<file path="config.mk">
export PLATFORM = sky130hd
export DESIGN_NAME = rfws_divider
export DESIGN_NICKNAME = d
export VERILOG_FILES = /design/src/design/rfws_pkg.sv /design/src/design/rfws_divider.sv
export SDC_FILE = /design/constraint.sdc
export NUM_CORES = 1
export LEC_CHECK = 0
export ABC_AREA = 1
export BUFFER_PORTS_ARGS = -buffer_cell sky130_fd_sc_hd__buf_2
export CELL_PAD_IN_SITES_DETAIL_PLACEMENT = 0
export CELL_PAD_IN_SITES_GLOBAL_PLACEMENT = 1
export CORE_ASPECT_RATIO = 0.9
export CORE_MARGIN = 2
export CORE_UTILIZATION = 43
export CTS_CLUSTER_SIZE = 16
export DETAILED_ROUTE_END_ITERATION = 10
export PLACE_DENSITY = 0.81
export SKIP_LAST_GASP = 1
export SYNTH_ARGS = -nofsm -noshare
export SYNTH_HDL_FRONTEND = slang
export SYNTH_SLANG_ARGS = --single-unit
</file>
<file path="constraint.sdc">
create_clock -name clk_i -period 3.39 [get_ports clk_i]
set_input_delay 1.017 -clock clk_i [delete_from_list [all_inputs] [get_ports clk_i]]
set_output_delay 1.017 -clock clk_i [all_outputs]
set_load 0.005 [all_outputs]
</file>
<file path="src/design/rfws_pkg.sv">
// Package: shared constants, types and helpers for the face wave speed unit.
`timescale 1ns / 1ps
package rfws_pkg;

  localparam int NUM_LANES = 4;
  localparam int WIDE_W    = 52;
  localparam int DIV_W     = WIDE_W + 16;
  localparam int DIV_STEPS = DIV_W;

  localparam logic [3:0] CMD_NORMAL       = 4'd0;
  localparam logic [3:0] CMD_TAN1         = 4'd1;
  localparam logic [3:0] CMD_TAN2         = 4'd2;
  localparam logic [3:0] CMD_LEFT_VEL     = 4'd3;
  localparam logic [3:0] CMD_LEFT_RHOC    = 4'd4;
  localparam logic [3:0] CMD_LEFT_DIAG    = 4'd5;
  localparam logic [3:0] CMD_LEFT_OFFDIAG = 4'd6;
  localparam logic [3:0] CMD_RIGHT_VEL    = 4'd7;
  localparam logic [3:0] CMD_RIGHT_RHOC   = 4'd8;
  localparam logic [3:0] CMD_RIGHT_DIAG   = 4'd9;
  localparam logic [3:0] CMD_RIGHT_OFFDIAG = 4'd10;

  typedef logic [2:0][31:0] vec3_t;

  function automatic vec3_t mk3(input logic [31:0] x, input logic [31:0] y,
                                input logic [31:0] z);
    vec3_t v;
    v[0] = x;
    v[1] = y;
    v[2] = z;
    return v;
  endfunction

  function automatic logic [31:0] sat32(input logic signed [WIDE_W-1:0] x);
    if (x > $signed(WIDE_W'(32'h7fffffff))) begin
      return 32'h7fffffff;
    end else if (x < -$signed(WIDE_W'(33'h80000000))) begin
      return 32'h80000000;
    end else begin
      return x[31:0];
    end
  endfunction

endpackage

</file>
<file path="src/design/rfws_divider.sv">
// Restoring divider, one quotient bit per cycle, Q16.16 saturated result.
`timescale 1ns / 1ps
module rfws_divider (
  input  logic                               clk_i,
  input  logic                               rst_ni,
  input  logic                               start_i,
  input  logic signed [rfws_pkg::WIDE_W-1:0] num_i,
  input  logic signed [rfws_pkg::WIDE_W-1:0] den_i,
  output logic                               done_o,
  output logic [31:0]                        quot_o
);
  import rfws_pkg::*;

  logic                busy_q, done_q, neg_q;
  logic [6:0]          cnt_q;
  logic [DIV_W-1:0]    dq_q;
  logic [WIDE_W-1:0]   rem_q, ad_q, rem_sh, rem_d, an, ad;
  logic                ge;

  assign an     = num_i[WIDE_W-1] ? WIDE_W'(-num_i) : WIDE_W'(num_i);
  assign ad     = den_i[WIDE_W-1] ? WIDE_W'(-den_i) : WIDE_W'(den_i);
  assign rem_sh = {rem_q[WIDE_W-2:0], dq_q[DIV_W-1]};
  assign ge     = rem_sh >= ad_q;
  assign rem_d  = ge ? rem_sh - ad_q : rem_sh;

  always_ff @(posedge clk_i or negedge rst_ni) begin
    if (!rst_ni) begin
      busy_q <= 1'b0;
      done_q <= 1'b0;
      cnt_q  <= '0;
    end else begin
      done_q <= 1'b0;
      if (start_i) begin
        busy_q <= 1'b1;
        cnt_q  <= '0;
      end else if (busy_q) begin
        cnt_q <= cnt_q + 7'd1;
        if (cnt_q == 7'(DIV_STEPS - 1)) begin
          busy_q <= 1'b0;
          done_q <= 1'b1;
        end
      end
    end
  end

  always_ff @(posedge clk_i) begin
    if (start_i) begin
      dq_q  <= {an, 16'b0};
      rem_q <= '0;
      ad_q  <= ad;
      neg_q <= num_i[WIDE_W-1] ^ den_i[WIDE_W-1];
    end else if (busy_q) begin
      dq_q  <= {dq_q[DIV_W-2:0], ge};
      rem_q <= rem_d;
    end
  end

  always_comb begin
    if (neg_q) begin
      quot_o = (dq_q >= DIV_W'(33'h80000000)) ? 32'h80000000 : -dq_q[31:0];
    end else begin
      quot_o = (dq_q > DIV_W'(32'h7fffffff)) ? 32'h7fffffff : dq_q[31:0];
    end
  end

  assign done_o = done_q;

endmodule

</file>
**Word level (Yosys, flattened, before mapping)**

Cells that the tools add are included.

- Flip-flop bits (word level): 181
- Input port bits: 107
- Bits in latches: 0
- RAM bits: 0
- Output and inout port bits: 33
- Bits in read-only memories: 0
- Memories: 0

- Eq/ne operators: 1
- Divide/modulo/power cells: 0
- Shift operators: 0
- Mux-type cells: 16
- Multiply operators: 0
- Reduce and logical (&&, ||, !) cells: 1
- Add/subtract/negate cells: 5
- Magnitude comparators: 3
- Bitwise logic cells: 1

Operators by type and width:

| cell | number |
|---|---|
| $mux 68 | 2 |
| $neg 52->52 | 2 |
| $mux 51 | 2 |
| $mux 32 | 3 |
| $ge 68x32->1 const B | 1 |
| $gt 68x31->1 const B | 1 |
| $ge 52x52->1 | 1 |
| $mux 52 | 1 |
| $sub 51x51->51 | 1 |
| $neg 32->32 | 1 |
| $mux 7 | 2 |
| $add 7x1->7 const B | 1 |
| $eq 7x7->1 const B | 1 |
| $mux 1 | 6 |
| $reduce_bool 2->1 | 1 |
| $xor 1x1->1 | 1 |

**Logic depth before layout (Yosys ltp)**

- Depth in word-level cells: 4
- Gate-level depth with buffers: 17
- Mapped depth without buffers: 17

**Worst setup path before layout**

OpenSTA, ideal clock, no wires.

- Path kind: input to register
- Start point: input start_i
- End point: register dq_q[16], enable pin
- Library setup time: 0.437 ns
- Cell stages on the path: 4
- Slack: -0.272 ns
- Buffers on the path: 2
- Arrival: 3.225 ns
- Cells stage by stage: clkbuf_1 -> nor2_1 -> clkinv_1 -> buf_1

- Word-level cells in the longest chain between the ends: 1

Ends and longest elaborated chain:

| element | line | text |
|---|---|---|
| start: declaration | rfws_divider.sv:6 | `input logic start_i,` |
| $reduce_bool 2->1 (no line) | - |  |
| end signal: assignment | rfws_divider.sv:48 | `dq_q <= {an, 16'b0};` |
| end signal: assignment | rfws_divider.sv:53 | `dq_q <= {dq_q[DIV_W-2:0], ge};` |
| end: declaration | rfws_divider.sv:16 | `logic [DIV_W-1:0] dq_q;` |

No other way between the ends.
A chain may end at the register's enable or synchronous reset.

**Final worst setup path**

- Start point: register dq_q[63]
- End point: output quot_o[11]

- Word-level cells in the longest chain between the ends: 3

Ends and longest elaborated chain:

| element | line | text |
|---|---|---|
| $gt 68x31->1 or $ge 68x32->1 (tied branches) | rfws_divider.sv:62, rfws_divider.sv:60 |  |
| $mux 32, on equally long branches | rfws_divider.sv:62, rfws_divider.sv:60 |  |
| $mux 32 (*) | rfws_divider.sv:59 | `if (neg_q) begin` |
| end: declaration | rfws_divider.sv:10 | `output logic [31:0] quot_o` |

Every way passes the cells marked *; elsewhere a longest branch is shown, timed or not.

==> results_dict.tcl <==
set metrics [dict create \
    critical_path.startpoint_type "flip-flop" \
    synth.top_cells.by_area "sky130_fd_sc_hd__nand2_1 21%, sky130_fd_sc_hd__edfxtp_1 19%, sky130_fd_sc_hd__inv_1 11%, sky130_fd_sc_hd__dfxtp_1 8.3%, sky130_fd_sc_hd__nor2_1 5.8%" \
    post_route_cells_drive_above_1_share_pct 9.87 \
    leakagePower_nw 9.35 \
    placed_area_mm2 0.0175 \
    firstDrtPassIters 6 \
    outcome "complete, no violations" \
    power_switching_share_pct 31.7 \
    fin_cells 3270 \
    netlist-cell-type-count 48 \
    synth_enable_flop_cells 105 \
    cpPeakStageDelay_ns 0.41 \
    die_area_mm2 0.0393 \
    end_kind "output pin" \
    crit_path_cell_trace "nor4_1 > nand4_1 > nor2_4 > nand2_4 > nor2_4 > buf_4 > nand3_1 > nand2_1 > buf_2" \
    route.vias.total 17124 \
    cts_max_level 4 \
    clock_sinks 181 \
    cp_common_cell "sky130_fd_sc_hd__nor2_4" \
    fin_nets 2938 \
    final-hold-violation-count 0 \
    finalWirelength_um 55100 \
    grt_antenna_before_repair 0 \
    synth_top_cell_by_area "sky130_fd_sc_hd__nand2_1" \
    cts_buffers 17 \
    cts_buffer_depth 2 \
    fmax_ghz 0.299 \
    maximum_number_of_pins_on_one_net_before_global_route_repair 88 \
    syn-cell-area_mm2 0.0162 \
    final_cell_mix "900 x sky130_fd_sc_hd__nand2_1, 456 x sky130_fd_sc_hd__inv_1, 240 x sky130_fd_sc_hd__nor2_1" \
    cts-root-buf "sky130_fd_sc_hd__clkbuf_16" \
    grt_overflow_total 0 \
    final_common_cell "sky130_fd_sc_hd__nand2_1" \
    avgViaCountPerCell 5.24 \
    diodes 0 \
    tns_ns 0 \
    critical_path_peak_fanout 5 \
    async_reset_ff_share_pct 4.97 \
    route.detailed.drc 0 \
    syn-num-nets 2817 \
    worstHoldPathType "in -> async" \
    maxCapViolCount 0 \
    netSwitchingPower_mw 1.86 \
    pwr_density_cell_mw_per_mm2 321 \
    initialDrtViolationCount 1477 \
    cp_slowest_cell "sky130_fd_sc_hd__edfxtp_1" \
    timing.final.crit_share_pct 98.5 \
    clock_insertion_delay_worst_skew_ns 0.47 \
    rsz0062_at_grt "yes" \
    core_area_mm2 0.0372 \
    effective_utilization_at_floorplan_pct 43.5 \
    path_clk_slew_ns 0.08 \
    place.port_buffers 139 \
    slew_headroom_pct 47.0 \
    sequentialPowerShare_pct 43.8 \
    die_y_um 188 \
    syn_inst 2653 \
    postRouteAntennaNets 0 \
    synth.ff_latch_count 181 \
    totalPowerFinal_mw 5.86 \
    synth_sequential_area_ratio_pct 29.1 \
    tritoncts "built" \
    postSynth.topFlopCell "sky130_fd_sc_hd__edfxtp_1" \
    power.share.combinational_pct 19.7 \
    synth.top_cell.area_share_pct 20.9 \
    post_synthesis_to_final_layout_area_growth_pct 12.7 \
    routedWlPerCell_um 16.9 \
    hpwlAfterDp_um 43800 \
    numPlacedInstances 3234 \
    first_global_vias 15666 \
    crit_type "reg -> out" \
    design_area_mm2 0.0183 \
    worst-endpoint-arrival_ns 2.32 \
    timing.final.crit_period_ns 3.34 \
    internal_cell_power_mw 4.01 \
    count_of_synthesis_stage_warnings_from_yosys 0 \
    fin_worst_skew_ns 0.0142 \
    floorplan.rows 67 \
    groute.usage.overall_pct 28.0 \
    setup_viol 0 \
    irDropWorstVdd_uv 309 \
    ios 140 \
    syn_area_per_cell_um2 6.11 \
    grt_first_pass_wirelength_um 85900 \
    fp.dieW_um 209 \
    timing_worst_slew_pin_value_ns 0.794 \
    timing.critical_path.required_ns 2.37 \
    finalMaxSlewViolations 0 \
    gpl.final_weighted_congestion 0.969 \
    clock_power_share_pct 36.5 \
]
## layer usage
metal | track usage, % | vias to the layer above | wire, µm
met5 | 0 | - | 0
met4 | 6.87 | 0 | 977
met3 | 6.18 | 58 | 5070
met2 | 38.8 | 608 | 21700
met1 | 43.4 | 7821 | 27400
li1 | - | 8637 | -
## sequential cells by signal, summed over array words and instances (netlist names)
register	count
neg_q	1
dq_q	68
done_o	1
rem_q	51
busy_q	1
cnt_q	7
ad_q	52
## worst paths after layout
check,start,to,slack [ns],cells past startpoint
max,dq_q[63],quot_o[11],0.05,9
min reg2reg,rem_q[50],rem_q[50],0.47,2
max in group asynchronous,rst_ni,busy_q,2.81,1
min in group clk_i,rem_q[50],rem_q[50],0.47,2
max reg2reg,ad_q[12],rem_q[41],0.19,12
min,rst_ni,done_o,0.39,1
## power groups by stage
stage                     Combinational, mW  Sequential, mW  Clock (mW)
after floorplan                       0.684            2.58           0
after global placement                 1.12            2.60           0
after detailed placement               1.12            2.61           0
after CTS                              1.13            2.56        2.17
after global routing                   1.29            2.58        2.26
final                                  1.16            2.57        2.14
## stage by stage
| step | util, % | hold WS (ns) | worst slack, ns |
|---|---|---|---|
| floorplan | - | 0.432 | 0.420 |
| global placement | 46.9 | 0.451 | 0.175 |
| detailed placement | 46.9 | 0.460 | 0.0681 |
| CTS | 48.7 | 0.371 | -0.0509 |
| global route | 49.1 | 0.387 | -0.0730 |
| finish | 49.1 | 0.387 | 0.0501 |
## timing repair
item                                    4_1_cts  5_1_grt
resized for setup                            12       50
buffers inserted                              2        2
endpoints found under the setup margin       32       32
pin swaps                                     3        8
hold buffers                                  0        0
## critical path, delay by kind of cell (launching register included)
family,cells,cell delay (ns)
and+or+nand+nor,7,1.15
DFF,1,0.41
buffers and inverters,2,0.29
## layout make-up
type	count	area [µm²]
multi-input combinational	1937	9560
inverter	470	1770
tap	483	604
clock inverter	14	186
timing repair buffer	167	983
sequential	181	4720
fill	4088	19000
clock buffer	18	439
## kinds of logic after synthesis
| family | count (synthesis) | synth area share [%] |
|---|---|---|
| xor gates and xnor gates | 104 | 5.62 |
| adders and majority gates | 57 | 4.45 |
| and+or+nand+nor | 1530 | 39.9 |
| DFF | 181 | 29.1 |
| AOI/OAI and AO/OA | 246 | 8.15 |
| buffers and inverters | 535 | 12.8 |
## synthesized netlist by cell type (4+ instances only)
library cell / count
sky130_fd_sc_hd__xnor2_1: 28
sky130_fd_sc_hd__o21bai_1: 6
sky130_fd_sc_hd__and2_1: 4
sky130_fd_sc_hd__buf_1: 9
sky130_fd_sc_hd__nand3_1: 174
sky130_fd_sc_hd__nor3_1: 46
sky130_fd_sc_hd__edfxtp_1: 105
sky130_fd_sc_hd__nand2_1: 904
sky130_fd_sc_hd__ha_1: 56
sky130_fd_sc_hd__nor2_1: 251
sky130_fd_sc_hd__inv_1: 460
sky130_fd_sc_hd__buf_4: 6
sky130_fd_sc_hd__nand2_2: 5
sky130_fd_sc_hd__buf_6: 4
sky130_fd_sc_hd__nand3b_1: 10
sky130_fd_sc_hd__inv_2: 9
sky130_fd_sc_hd__dfrtp_1: 9
sky130_fd_sc_hd__dfxtp_1: 67
sky130_fd_sc_hd__nor4_1: 16
sky130_fd_sc_hd__nand4_1: 87
sky130_fd_sc_hd__xor2_1: 76
sky130_fd_sc_hd__o21ai_1: 7
sky130_fd_sc_hd__a21oi_1: 64
sky130_fd_sc_hd__nor2_2: 14
sky130_fd_sc_hd__clkbuf_1: 37
sky130_fd_sc_hd__or2_2: 4
sky130_fd_sc_hd__o22ai_1: 24
sky130_fd_sc_hd__o21ai_0: 130
sky130_fd_sc_hd__buf_2: 9
(Power assumes the default switching activity.)
